--- src/sv/hxfr_pkg.sv ---
package hxfr_pkg;

  localparam int FRAME_BYTES = 12;
  localparam int IDX_W       = $clog2(FRAME_BYTES);
  localparam int CNT_W       = $clog2(FRAME_BYTES + 1);

  localparam logic [7:0] SYNC_FIRST  = 8'hAA;
  localparam logic [7:0] SYNC_SECOND = 8'h55;

  localparam int ADDR_W    = 5;
  localparam int REG_IDX_W = 3;

  localparam logic [REG_IDX_W-1:0] REG_MODE_MASK   = 3'd0;
  localparam logic [REG_IDX_W-1:0] REG_BALL_MASK   = 3'd1;
  localparam logic [REG_IDX_W-1:0] REG_TARGET_MASK = 3'd2;
  localparam logic [REG_IDX_W-1:0] REG_CONF_LIMIT  = 3'd3;
  localparam logic [REG_IDX_W-1:0] REG_POS_LIMIT   = 3'd4;

  localparam logic [1:0] ST_OK    = 2'd0;
  localparam logic [1:0] ST_CSUM  = 2'd1;
  localparam logic [1:0] ST_FIELD = 2'd2;
  localparam logic [1:0] ST_LINE  = 2'd3;

  typedef enum logic [2:0] {
    S_IDLE,
    S_XOR,
    S_CHECK,
    S_EMIT,
    S_ALIGN
  } state_t;

  typedef struct packed {
    logic [7:0]  mode_mask;
    logic [7:0]  ball_mask;
    logic [7:0]  target_mask;
    logic [7:0]  conf_limit;
    logic [14:0] pos_limit;
  } cfg_regs_t;

  typedef struct packed {
    logic load_byte;
    logic line_err;
    logic xor_step;
    logic eval;
    logic emit;
    logic shift;
  } ctrl_cmd_t;

  typedef struct packed {
    logic frame_done;
    logic xor_last;
    logic reject;
    logic out_free;
    logic align_done;
  } dp_stat_t;

endpackage

--- src/sv/hxfr_regs.sv ---
module hxfr_regs
  import hxfr_pkg::*;
(
  input  logic              clk,
  input  logic              rst_n,
  input  logic              psel,
  input  logic              penable,
  input  logic              pwrite,
  input  logic [ADDR_W-1:0] paddr,
  input  logic [31:0]       pwdata,
  output logic [31:0]       prdata,
  output logic              pready,
  output cfg_regs_t         cfg
);

  cfg_regs_t               cfg_r;
  logic [REG_IDX_W-1:0]    reg_idx;
  logic                    wr_en;

  assign reg_idx = paddr[ADDR_W-1:2];
  assign wr_en   = psel & penable & pwrite;
  assign pready  = 1'b1;
  assign cfg     = cfg_r;

  always_ff @(posedge clk) begin
    if (!rst_n) begin
      cfg_r.mode_mask   <= 8'd48;
      cfg_r.ball_mask   <= 8'd1;
      cfg_r.target_mask <= 8'd2;
      cfg_r.conf_limit  <= 8'd100;
      cfg_r.pos_limit   <= 15'd1200;
    end else if (wr_en) begin
      unique case (reg_idx)
        REG_MODE_MASK:   cfg_r.mode_mask   <= pwdata[7:0];
        REG_BALL_MASK:   cfg_r.ball_mask   <= pwdata[7:0];
        REG_TARGET_MASK: cfg_r.target_mask <= pwdata[7:0];
        REG_CONF_LIMIT:  cfg_r.conf_limit  <= pwdata[7:0];
        REG_POS_LIMIT:   cfg_r.pos_limit   <= pwdata[14:0];
        default: ;
      endcase
    end
  end

  always_comb begin
    unique case (reg_idx)
      REG_MODE_MASK:   prdata = {24'd0, cfg_r.mode_mask};
      REG_BALL_MASK:   prdata = {24'd0, cfg_r.ball_mask};
      REG_TARGET_MASK: prdata = {24'd0, cfg_r.target_mask};
      REG_CONF_LIMIT:  prdata = {24'd0, cfg_r.conf_limit};
      REG_POS_LIMIT:   prdata = {17'd0, cfg_r.pos_limit};
      default:         prdata = 32'd0;
    endcase
  end

endmodule

--- src/sv/hxfr_ctrl.sv ---
module hxfr_ctrl
  import hxfr_pkg::*;
(
  input  logic      clk,
  input  logic      rst_n,
  input  logic      in_valid,
  input  logic      in_line_error,
  output logic      in_ready,
  input  dp_stat_t  st,
  output ctrl_cmd_t cmd
);

  state_t state_r, state_nxt;

  always_ff @(posedge clk) begin
    if (!rst_n) begin
      state_r <= S_IDLE;
    end else begin
      state_r <= state_nxt;
    end
  end

  always_comb begin
    state_nxt = state_r;
    cmd       = '0;
    in_ready  = 1'b0;
    unique case (state_r)
      S_IDLE: begin
        in_ready = 1'b1;
        if (in_valid) begin
          if (in_line_error) begin
            cmd.line_err = 1'b1;
            state_nxt    = S_EMIT;
          end else begin
            cmd.load_byte = 1'b1;
            if (st.frame_done) state_nxt = S_XOR;
          end
        end
      end
      S_XOR: begin
        cmd.xor_step = 1'b1;
        if (st.xor_last) state_nxt = S_CHECK;
      end
      S_CHECK: begin
        cmd.eval  = 1'b1;
        state_nxt = S_EMIT;
      end
      S_EMIT: begin
        if (st.out_free) begin
          cmd.emit  = 1'b1;
          state_nxt = st.reject ? S_ALIGN : S_IDLE;
        end
      end
      S_ALIGN: begin
        cmd.shift = 1'b1;
        if (st.align_done) state_nxt = S_IDLE;
      end
      default: state_nxt = S_IDLE;
    endcase
  end

endmodule

--- src/sv/hxfr_dp.sv ---
module hxfr_dp
  import hxfr_pkg::*;
(
  input  logic               clk,
  input  logic               rst_n,
  input  ctrl_cmd_t          cmd,
  output dp_stat_t           st,
  input  cfg_regs_t          cfg,
  input  logic [7:0]         in_rx_byte,
  output logic               out_valid,
  input  logic               out_ready,
  output logic [1:0]         out_frame_status,
  output logic [7:0]         out_seq_number,
  output logic [7:0]         out_flag_bits,
  output logic [7:0]         out_confidence,
  output logic signed [15:0] out_position,
  output logic signed [15:0] out_velocity,
  output logic signed [15:0] out_setpoint,
  output logic [31:0]        out_good_frames,
  output logic [31:0]        out_bad_events
);

  localparam logic [CNT_W-1:0] FILL_FULL = CNT_W'(FRAME_BYTES);
  localparam logic [CNT_W-1:0] FILL_LAST = CNT_W'(FRAME_BYTES - 1);
  localparam logic [IDX_W-1:0] XOR_LAST  = IDX_W'(FRAME_BYTES - 2);

  logic [7:0]       store_r [FRAME_BYTES];
  logic [CNT_W-1:0] fill_r, fill_nxt;
  logic [IDX_W-1:0] idx_r;
  logic [7:0]       xor_r;
  logic [1:0]       stat_r;
  logic [31:0]      good_r, bad_r;

  logic             out_valid_r;
  logic [1:0]       out_status_r;
  logic [7:0]       out_seq_r, out_flags_r, out_conf_r;
  logic [15:0]      out_pos_r, out_vel_r, out_set_r;

  logic             wr_en;
  logic [IDX_W-1:0] wr_idx;
  logic [CNT_W-1:0] align_cnt, align_fill;
  logic             align_hit, align_end;
  logic [7:0]       flags_m;
  logic             mode_ok, conf_ok, pos_bad, set_bad;
  logic [1:0]       eval_status;
  logic             out_free;

  function automatic logic out_of_limit(logic [15:0] v, logic [14:0] lim);
    logic signed [16:0] sv;
    logic signed [16:0] sl;
    sv = $signed({v[15], v});
    sl = $signed({2'b00, lim});
    return (sv < -sl) || (sv > sl);
  endfunction

  assign out_free = !out_valid_r || out_ready;

  // realign: one left shift per cycle, stop on a header pair or one byte left
  assign align_cnt  = fill_r - CNT_W'(1);
  assign align_hit  = (store_r[1] == SYNC_FIRST) && (store_r[2] == SYNC_SECOND) &&
                      (align_cnt >= CNT_W'(2));
  assign align_end  = (align_cnt == CNT_W'(1));
  assign align_fill = align_hit ? align_cnt :
                      align_end ? ((store_r[1] == SYNC_FIRST) ? CNT_W'(1) : CNT_W'(0)) :
                      align_cnt;

  assign flags_m = store_r[3] & cfg.mode_mask;
  assign mode_ok = (flags_m[7:4] != 4'd0) && (flags_m[7:4] <= 4'd3);
  assign conf_ok = store_r[4] <= cfg.conf_limit;
  assign pos_bad = ((store_r[3] & cfg.ball_mask) != 8'd0) &&
                   out_of_limit({store_r[6], store_r[5]}, cfg.pos_limit);
  assign set_bad = ((store_r[3] & cfg.target_mask) != 8'd0) &&
                   out_of_limit({store_r[10], store_r[9]}, cfg.pos_limit);

  always_comb begin
    if (xor_r != store_r[FRAME_BYTES-1]) begin
      eval_status = ST_CSUM;
    end else if (!mode_ok || !conf_ok || pos_bad || set_bad) begin
      eval_status = ST_FIELD;
    end else begin
      eval_status = ST_OK;
    end
  end

  always_comb begin
    fill_nxt = fill_r;
    wr_en    = 1'b0;
    wr_idx   = '0;
    if (cmd.line_err) begin
      fill_nxt = '0;
    end else if (cmd.load_byte) begin
      if (fill_r == CNT_W'(0)) begin
        if (in_rx_byte == SYNC_FIRST) begin
          wr_en    = 1'b1;
          fill_nxt = CNT_W'(1);
        end
      end else if (fill_r == CNT_W'(1)) begin
        if (in_rx_byte == SYNC_SECOND) begin
          wr_en    = 1'b1;
          wr_idx   = IDX_W'(1);
          fill_nxt = CNT_W'(2);
        end else if (in_rx_byte == SYNC_FIRST) begin
          wr_en = 1'b1;
        end else begin
          fill_nxt = '0;
        end
      end else begin
        wr_en = 1'b1;
        if (fill_r >= FILL_FULL) begin
          fill_nxt = CNT_W'(1);
        end else begin
          wr_idx   = fill_r[IDX_W-1:0];
          fill_nxt = fill_r + CNT_W'(1);
        end
      end
    end else if (cmd.emit && (stat_r == ST_OK)) begin
      fill_nxt = '0;
    end else if (cmd.shift) begin
      fill_nxt = align_fill;
    end
  end

  always_ff @(posedge clk) begin
    if (cmd.shift) begin
      for (int k = 0; k < FRAME_BYTES - 1; k++) begin
        store_r[k] <= store_r[k+1];
      end
    end else if (wr_en) begin
      store_r[wr_idx] <= in_rx_byte;
    end
  end

  always_ff @(posedge clk) begin
    if (cmd.load_byte) begin
      xor_r <= 8'd0;
      idx_r <= '0;
    end else if (cmd.xor_step) begin
      xor_r <= xor_r ^ store_r[idx_r];
      idx_r <= idx_r + IDX_W'(1);
    end
    if (cmd.line_err) begin
      stat_r <= ST_LINE;
    end else if (cmd.eval) begin
      stat_r <= eval_status;
    end
  end

  always_ff @(posedge clk) begin
    if (!rst_n) begin
      fill_r      <= '0;
      good_r      <= 32'd0;
      bad_r       <= 32'd0;
      out_valid_r <= 1'b0;
    end else begin
      fill_r <= fill_nxt;
      if (cmd.emit) begin
        out_valid_r <= 1'b1;
        if (stat_r == ST_OK) begin
          good_r <= good_r + 32'd1;
        end else begin
          bad_r <= bad_r + 32'd1;
        end
      end else if (out_ready) begin
        out_valid_r <= 1'b0;
      end
    end
  end

  always_ff @(posedge clk) begin
    if (cmd.emit) begin
      out_status_r <= stat_r;
      if (stat_r == ST_OK) begin
        out_seq_r   <= store_r[2];
        out_flags_r <= store_r[3];
        out_conf_r  <= store_r[4];
        out_pos_r   <= {store_r[6], store_r[5]};
        out_vel_r   <= {store_r[8], store_r[7]};
        out_set_r   <= {store_r[10], store_r[9]};
      end else begin
        out_seq_r   <= 8'd0;
        out_flags_r <= 8'd0;
        out_conf_r  <= 8'd0;
        out_pos_r   <= 16'd0;
        out_vel_r   <= 16'd0;
        out_set_r   <= 16'd0;
      end
    end
  end

  assign out_valid        = out_valid_r;
  assign out_frame_status = out_status_r;
  assign out_seq_number   = out_seq_r;
  assign out_flag_bits    = out_flags_r;
  assign out_confidence   = out_conf_r;
  assign out_position     = $signed(out_pos_r);
  assign out_velocity     = $signed(out_vel_r);
  assign out_setpoint     = $signed(out_set_r);
  assign out_good_frames  = good_r;
  assign out_bad_events   = bad_r;

  assign st.frame_done = (fill_r == FILL_LAST);
  assign st.xor_last   = (idx_r == XOR_LAST);
  assign st.reject     = (stat_r == ST_CSUM) || (stat_r == ST_FIELD);
  assign st.out_free   = out_free;
  assign st.align_done = align_hit || align_end;

endmodule

--- src/sv/header_xor_frame_receiver_core.sv ---
// A byte that does not complete a frame leaves the core in S_IDLE; a line error goes
// to S_EMIT. The byte that completes a frame is followed by an XOR pass over the stored
// bytes (S_XOR), a check state (S_CHECK) and S_EMIT; S_EMIT waits until the output
// is free. After a reject, realignment shifts the buffer one byte per cycle (S_ALIGN).
// Synchronous active-low reset clears fill count, counters, output valid and registers
// to their defaults; the buffer is not cleared.
module header_xor_frame_receiver_core
  import hxfr_pkg::*;
(
  input  logic               clk,
  input  logic               rst_n,
  input  logic               in_valid,
  output logic               in_ready,
  input  logic [7:0]         in_rx_byte,
  input  logic               in_line_error,
  output logic               out_valid,
  input  logic               out_ready,
  output logic [1:0]         out_frame_status,
  output logic [7:0]         out_seq_number,
  output logic [7:0]         out_flag_bits,
  output logic [7:0]         out_confidence,
  output logic signed [15:0] out_position,
  output logic signed [15:0] out_velocity,
  output logic signed [15:0] out_setpoint,
  output logic [31:0]        out_good_frames,
  output logic [31:0]        out_bad_events,
  input  logic               psel,
  input  logic               penable,
  input  logic               pwrite,
  input  logic [ADDR_W-1:0]  paddr,
  input  logic [31:0]        pwdata,
  output logic [31:0]        prdata,
  output logic               pready
);

  cfg_regs_t cfg;
  ctrl_cmd_t cmd;
  dp_stat_t  st;

  hxfr_regs u_regs (
    .clk     (clk),
    .rst_n   (rst_n),
    .psel    (psel),
    .penable (penable),
    .pwrite  (pwrite),
    .paddr   (paddr),
    .pwdata  (pwdata),
    .prdata  (prdata),
    .pready  (pready),
    .cfg     (cfg)
  );

  hxfr_ctrl u_ctrl (
    .clk           (clk),
    .rst_n         (rst_n),
    .in_valid      (in_valid),
    .in_line_error (in_line_error),
    .in_ready      (in_ready),
    .st            (st),
    .cmd           (cmd)
  );

  hxfr_dp u_dp (
    .clk              (clk),
    .rst_n            (rst_n),
    .cmd              (cmd),
    .st               (st),
    .cfg              (cfg),
    .in_rx_byte       (in_rx_byte),
    .out_valid        (out_valid),
    .out_ready        (out_ready),
    .out_frame_status (out_frame_status),
    .out_seq_number   (out_seq_number),
    .out_flag_bits    (out_flag_bits),
    .out_confidence   (out_confidence),
    .out_position     (out_position),
    .out_velocity     (out_velocity),
    .out_setpoint     (out_setpoint),
    .out_good_frames  (out_good_frames),
    .out_bad_events   (out_bad_events)
  );

endmodule

--- config.mk ---
export PLATFORM = sky130hd
export DESIGN_NAME = header_xor_frame_receiver_core
export DESIGN_NICKNAME = d
export VERILOG_FILES = /design/src/sv/hxfr_pkg.sv /design/src/sv/hxfr_regs.sv /design/src/sv/hxfr_ctrl.sv /design/src/sv/hxfr_dp.sv /design/src/sv/header_xor_frame_receiver_core.sv
export SDC_FILE = /design/constraint.sdc
export NUM_CORES = 1
export LEC_CHECK = 0
export ABC_AREA = 1
export ABC_CLOCK_PERIOD_IN_PS = 3600
export BUFFER_PORTS_ARGS = -buffer_cell sky130_fd_sc_hd__buf_2
export CAP_MARGIN = 40
export CORE_ASPECT_RATIO = 1.2
export CORE_UTILIZATION = 53
export DETAILED_ROUTE_END_ITERATION = 10
export PLACE_DENSITY = 0.77
export SLEW_MARGIN = 20
export SYNTH_ARGS = -nofsm -noshare
export SYNTH_HDL_FRONTEND = slang
export SYNTH_SLANG_ARGS = --single-unit
--- constraint.sdc ---
create_clock -name clk -period 3.6 [get_ports clk]
set_input_delay 0.72 -clock clk [delete_from_list [all_inputs] [get_ports clk]]
set_output_delay 0.72 -clock clk [all_outputs]
set_load 0.02 [all_outputs]
==> reports/results.ini, run 1 <==
[hold_path]
min_path_cells=3
whs_endpoint=u_regs.cfg[10]
hold_path_class=in -> reg
min_from=pwdata[10]

[critical_path]
setup.worst_path.start_class=flip-flop
rr_endpoint=u_dp.store_r[4][1]
r2r_start=u_dp.fill_r[1]
crit_fanout=17
r2r_slack_ns=0.40
worst_ep_arrival_time_ns=3.39
crit_chain=inv_1 > ha_1 > nand2_1 > inv_1 > o21ai_1 > nand2_1 > nand2_1 > nand2_4 > a21oi_2 > inv_2 > nor2_4 > nand2_2 > nand2_1
reg2regPathDepth=13
critical_path_required_ns=3.79
cp_slowest_cell=dfxtp_1
crit_top_cell=nand2_1
cp-end-kind=flip-flop
critical_path_class=reg -> reg
cpPeakStageDelay_ns=0.44

[placed_design]
dp_hpwl_um=37500
globalplace.congestion=1.00
portBuffers=188

[layout]
multi_input_area_um2=7540
syn2layout_area_growth_pct=14.9
nNetsFinal=2448
ff_latch_area_um2=8810
final.fill_count=2754
final_layout_size_suffix_gt1_share_pct=14.7
final_cell_mix=nand2_1, inv_1, o21ai_0
n_antenna_cell=0
final_common_cell=nand2_1

[clocking]
cts_root_buf=clkbuf_16
numCtsBuffers=35
clk_latency_ns=0.53
cts_sinks=339
path_clk_slew_ns=0.06
postCtsHoldBufs=0
clock_path_buffers=3
cts_setup_buffers=0
cts_tree=built
cts_max_level=2
cts_resized=0

[sta]
hold_viol=0
finalCritPeriodShare_pct=88.9
rsz0062_at_grt=no
setup_violations=0
fin_worst_skew_ns=0.0168
finalMaxSlewViolations=0
fmax_mhz=312
whs_ns=0.440
worst_pin_slew_ns=0.785
slew_headroom_pct=47.5
fin_tns_setup_ns=0
period_minus_slack_ns=3.20

[routing]
first_pass_iters=6
vias=15500
antenna_left=0
wl_um=51200
drt_iter0_drc=1207
drcViolationCount=0
avgViaCountPerCell=5.54
wire_per_inst_um=18.4

[power]
powerDensity_nw_per_um2=473
ir_worst_vdd_v=0.000307
p_leak_nw=8.93
finalPower_w=0.00961

[floorplan]
coreArea_um2=32500
rows=72
die_area_um2=34100
die_h_um=202
die_w_um=169
initial_utilization_pct=54.4
io_pins=226

[yosys]
yosys.area.top_type=edfxtp_1
synthCells=2099
ys_ff_latch=339
ys_types=53
synth_edf_count=202
synthArstFlopShare_pct=0
yosys_most_used_dff=edfxtp_1
yosysWarnings=0
ys_seq_area_share_pct=49.8
synth_area_leaders=edfxtp_1, dfxtp_1, nand2_1
syn_avg_cell_area_um2=8.42
synth_area_um2=17700
synth_top_area_share_pct=34.3

[grt]
grt_max_degree=75
grt.total_usage_pct=30.1
grt_pass1_vias=14600
grt_pass1_wl_um=79200
grt.overflow.total=0
antenna_found_initial=0

[status]
status=complete, no violations

[job]
drv_cap=0

-- kinds of logic (layout without fill, tap and decap cells) --
kind of cell	count (synthesis)	in the layout	synth area share, %
and+or+nand+nor	803	803	20.1
AOI/OAI and AO/OA	468	468	14.6
buffers and inverters	383	580	8.64
DFF	339	339	49.8
adders and majority gates	77	77	5.45
xor gates and xnor gates	27	27	1.34
other	2	50	0.0425
-- state kept, by name, summed over array words and instances (netlist names), named ones only --
signal / count
u_dp.store_r: 128
u_regs.cfg: 47
u_dp.out_bad_events: 32
u_dp.out_good_frames: 32
u_dp.out_position: 16
u_dp.out_setpoint: 16
u_dp.out_velocity: 16
u_dp.out_confidence: 8
u_dp.out_flag_bits: 8
u_dp.out_seq_number: 8
u_dp.xor_r: 8
u_dp.fill_r: 4
u_dp.idx_r: 4
u_ctrl.state_r: 3
u_dp.out_frame_status: 2
u_dp.stat_r: 2
u_dp.out_valid: 1
-- report_power, final --
group	switching [W]	internal, W
Sequential	0.000117	0.00428
Clock	0.00154	0.00192
Combinational	0.00123	0.000511
Total	0.00289	0.00672
-- cell type report --
cell class                      instances  share of cell area, %
Inverter                              294                   5.45
Multi-Input combinational cell       1425                   37.1
Clock inverter                         19                  0.703
Timing Repair Buffer                  223                   6.00
Sequential cell                       339                   43.4
Tap cell                              444                   2.74
Clock buffer                           44                   4.59
-- synthesized netlist by cell type, types with 3 or more instances --
cell,instances
a21oi_1,129
nand3_2,5
inv_1,285
nor4_1,12
o21ai_1,15
nand2_2,8
ha_1,77
xor2_1,23
or2_2,9
nor2_4,7
o21ai_0,237
o211ai_1,26
buf_2,9
nor2_1,200
nand3_1,55
dfxtp_1,137
xnor2_1,4
nor3_1,42
nand3b_1,3
nor3_2,6
a221oi_1,7
buf_4,18
edfxtp_1,202
nor2_2,9
inv_2,6
clkbuf_1,59
nand4_1,35
o22ai_1,18
o221ai_1,15
nor3b_1,3
a31oi_1,3
o21a_1,9
nand2_1,396
-- routing by layer --
metal / track usage (%) / vias to the layer above / routed length (um)
met5: 0 / - / 0
met4: 17.1 / 0 / 3040
met3: 6.19 / 169 / 4620
met2: 49.6 / 691 / 24000
met1: 36.6 / 7154 / 19600
li1: - / 7444 / -
-- worst max-delay path, delay by kind of cell (launching register included) --
| family | cells | cell delay [ns] |
|---|---|---|
| DFF | 1 | 0.44 |
| adders and majority gates | 1 | 0.19 |
| AOI/OAI and AO/OA | 2 | 0.55 |
| buffers and inverters | 3 | 0.38 |
| and+or+nand+nor | 7 | 1.29 |
-- through the flow --
stage                     worst slack (ns)  area, um^2  cells  util, %
after detailed placement             0.343       19200   2724     59.1
after global placement               0.361       19200   2722     59.0
after CTS                            0.318       20300   2787     62.4
after global routing               0.00354       20300   2788     62.4
final                                0.400       20300   2788     62.4
after floorplan                     0.0543       17900   2147        -
-- worst max path at each step --
stage | end | startpoint | cells after the start
3_5_place_dp | u_dp.stat_r[1] | u_regs.cfg[1] | 21
6_report | u_dp.store_r[4][1] | u_dp.fill_r[1] | 13
3_3_place_gp | u_dp.store_r[14][4] | in_rx_byte[7] | 10
4_1_cts | u_dp.stat_r[1] | u_regs.cfg[1] | 21
5_1_grt | u_dp.stat_r[1] | u_regs.cfg[1] | 22
2_1_floorplan | u_dp.out_good_frames[30] | out_ready | 13
No activity file was read; power rests on OpenSTA's default activity.
==> run 2, diff against run 1 <==
--- a/config.mk
+++ b/config.mk
@@ -6,7 +6,7 @@
 export NUM_CORES = 1
 export LEC_CHECK = 0
 export ABC_AREA = 1
-export ABC_CLOCK_PERIOD_IN_PS = 3600
+export ABC_CLOCK_PERIOD_IN_PS = 2750
 export BUFFER_PORTS_ARGS = -buffer_cell sky130_fd_sc_hd__buf_2
 export CAP_MARGIN = 40
 export CORE_ASPECT_RATIO = 1.2
==> constraint.sdc (replaced) <==
create_clock -name clk -period 2.75 [get_ports clk]
set_input_delay 0.55 -clock clk [delete_from_list [all_inputs] [get_ports clk]]
set_output_delay 0.55 -clock clk [all_outputs]
set_load 0.02 [all_outputs]
==> run 2 against run 1 <==
Core utilization up 3.7 points; combinational power rose by 39%; largest power group unchanged; setup slack worse by 0.42 ns; cell area grew 6.0%; sequential share of layout area fell by 2.4 points; critical endpoint is now u_dp.stat_r[1]; sequential cell count unchanged; the flow now finishes with violations (negative setup slack); count of clock-buffer cells in the layout unchanged; highest routed layer unchanged; worst hold slack lost 0.18 ns.
==> reports/results.ini, run 2 (synthesis gave the netlist of run 1 again) <==
[grt]
grt_pass1_wl_um=81800  ; +3.3%
antenna_found_initial=0  ; unchanged
grt.total_usage_pct=30.9  ; +0.87 points
grt_pass1_vias=15400  ; +5.6%
grt_max_degree=73  ; -2.7%
grt.overflow.total=0  ; unchanged

[routing]
drt_iter0_drc=1269  ; +5.1%
wl_met3_um=4710  ; +1.8%
wire_per_inst_um=18.3  ; -0.48%
vias=16100  ; +4.3%
drcViolationCount=0  ; unchanged
first_pass_iters=6  ; unchanged
routedLengthMet1_um=19500  ; -0.46%
wl_um=52700  ; +2.9%
wl_met2_um=24800  ; +3.4%
antenna_left=0  ; unchanged
topRoutingLayerUsed=met4
avgViaCountPerCell=5.59  ; +0.86%

[clocking]
clock_path_buffers=3  ; unchanged
path_clk_slew_ns=0.06  ; about the same
clk_latency_ns=0.54  ; about the same
postCtsHoldBufs=0  ; unchanged
cts_max_level=2  ; unchanged
cts_sinks=339  ; unchanged
numCtsBuffers=36  ; +2.9%
cts_root_buf=clkbuf_16
cts_tree=built

[layout]
final.fill_count=2658  ; -3.5%
fin_util_pct=66.2  ; +3.7 points
top_register=u_dp.store_r
final_common_cell=nand2_1
largest_reg_flops=128  ; unchanged
ff_latch_area_um2=8820  ; about the same
multi_input_area_um2=7780  ; +3.2%
nNetsFinal=2540  ; +3.8%
syn2layout_area_growth_pct=21.7
final_cell_mix=nand2_1, inv_1, o21ai_0
final_layout_size_suffix_gt1_share_pct=20.2  ; +5.5 points
n_antenna_cell=0  ; unchanged
final_area_um2=21500  ; +6.0%

[sta]
finalCritPeriodShare_pct=101  ; +12 points
period_minus_slack_ns=2.77  ; -0.429 ns
worst_pin_slew_ns=0.904  ; +0.119 ns
hold_viol=0  ; unchanged
whs_ns=0.262  ; -0.178 ns
rsz0062_at_grt=yes
setup_violations=1  ; +1
slew_headroom_pct=39.7  ; -7.8 points
finalMaxSlewViolations=0  ; unchanged
layout_setup_ws_ns=-0.0212  ; -0.421 ns
fin_worst_skew_ns=0.0166  ; -0.000207 ns
fin_tns_setup_ns=-0.0212  ; -0.0212 ns
fmax_mhz=361  ; +15%

[critical_path]
setup.worst_path.start_class=flip-flop
r2r_slack_ns=-0.02  ; -0.42 ns
cp-end-kind=flip-flop
cp-startpoint=u_regs.cfg[2]
crit_fanout=4  ; -13
r2r_start=u_regs.cfg[2]
worst_ep_arrival_time_ns=3.19  ; -0.20 ns
critical_path_class=reg -> reg
critical_path_required_ns=3.17  ; -0.62 ns

[floorplan]
initial_utilization_pct=54.4  ; unchanged
die_area_um2=34100  ; unchanged
die_w_um=169  ; unchanged
rows=72  ; unchanged
coreArea_um2=32500  ; unchanged
die_h_um=202  ; unchanged
io_pins=226  ; unchanged

[job]
drv_cap=0  ; unchanged

[placed_design]
dp_hpwl_um=39400  ; +5.1%
placed_cell_area_um2=20000  ; +4.3%
portBuffers=188  ; unchanged
globalplace.congestion=0.996  ; -0.47%

[power]
p_leak_nw=9.57  ; +7.2%
ir_worst_vdd_v=0.000494  ; +61%
powerDensity_nw_per_um2=616  ; +30%

[hold_path]
min_from=pwdata[10]
hold_path_class=in -> reg

[status]
status=finished with violations
failed_checks=negative setup slack

==> run 2: cell count changes in the layout (fill, tap and decap cells not counted), sizes merged <==
cell,before,now
clkinvlp,4,1
bufinv,1,5
buf,223,314
clkinv,16,18
==> run 2: stage by stage <==
stage	setup slack, ns	total power [W]	cells
floorplan	-0.522	0.00734	2147
global placement	-0.107	0.00809	2810
detailed placement	-0.153	0.00816	2811
CTS	0.00410	0.0132	2878
global route	-0.274	0.0137	2882
finish	-0.0212	0.0133	2882
==> run 2: final cells by class <==
type | count | area share [%]
clock buffer | 44 | 4.63
clock inverter | 22 | 1.20
tap | 444 | 2.58
timing repair buffer | 314 | 9.27
multi-input combinational | 1425 | 36.2
inverter | 294 | 5.17
sequential | 339 | 41.0
==> run 2: worst paths after layout <==
check	endpoint	cells past startpoint
max	u_dp.stat_r[1]	20
min	u_regs.cfg[10]	3
max reg2reg	u_dp.stat_r[1]	20
min reg2reg	u_dp.out_frame_status[1]	0
==> run 2: report_power, final <==
group / switching [W] / internal, W
logic: 0.00167 / 0.000753
registers: 0.000132 / 0.00560
clock network: 0.00203 / 0.00307
total: 0.00383 / 0.00943
==> run 2: worst max-delay path, cell delays in order (launching register included) <==
cell and delay (ns):
dfxtp_4 0.37, nor3_4 0.24, nand3_2 0.14, nor2_4 0.14, nand2_2 0.07, xor2_2 0.20
ha_1 0.28, nand2_1 0.09, nor2_1 0.06, nand3b_1 0.09, o2111ai_1 0.16, nand3_1 0.12
nand2_1 0.06, inv_2 0.08, nand2_1 0.06, nand2_2 0.07, nand3_4 0.09, a21oi_2 0.16
nand2_2 0.07, nand2_1 0.06, nand2_1 0.04
==> run 2: timing repair <==
action	CTS	global route
cloned	0	1
buffers inserted	1	3
pin swaps	3	21
setup endpoints to repair	1	8
gates resized for setup	11	40
==> run 2: per-layer routing <==
| layer | vias up | track usage, % |
|---|---|---|
| li1 | 7627 | - |
| met4 | 0 | 19.5 |
| met1 | 7418 | 36.7 |
| met3 | 224 | 5.58 |
| met2 | 847 | 51.8 |
| met5 | - | 0 |
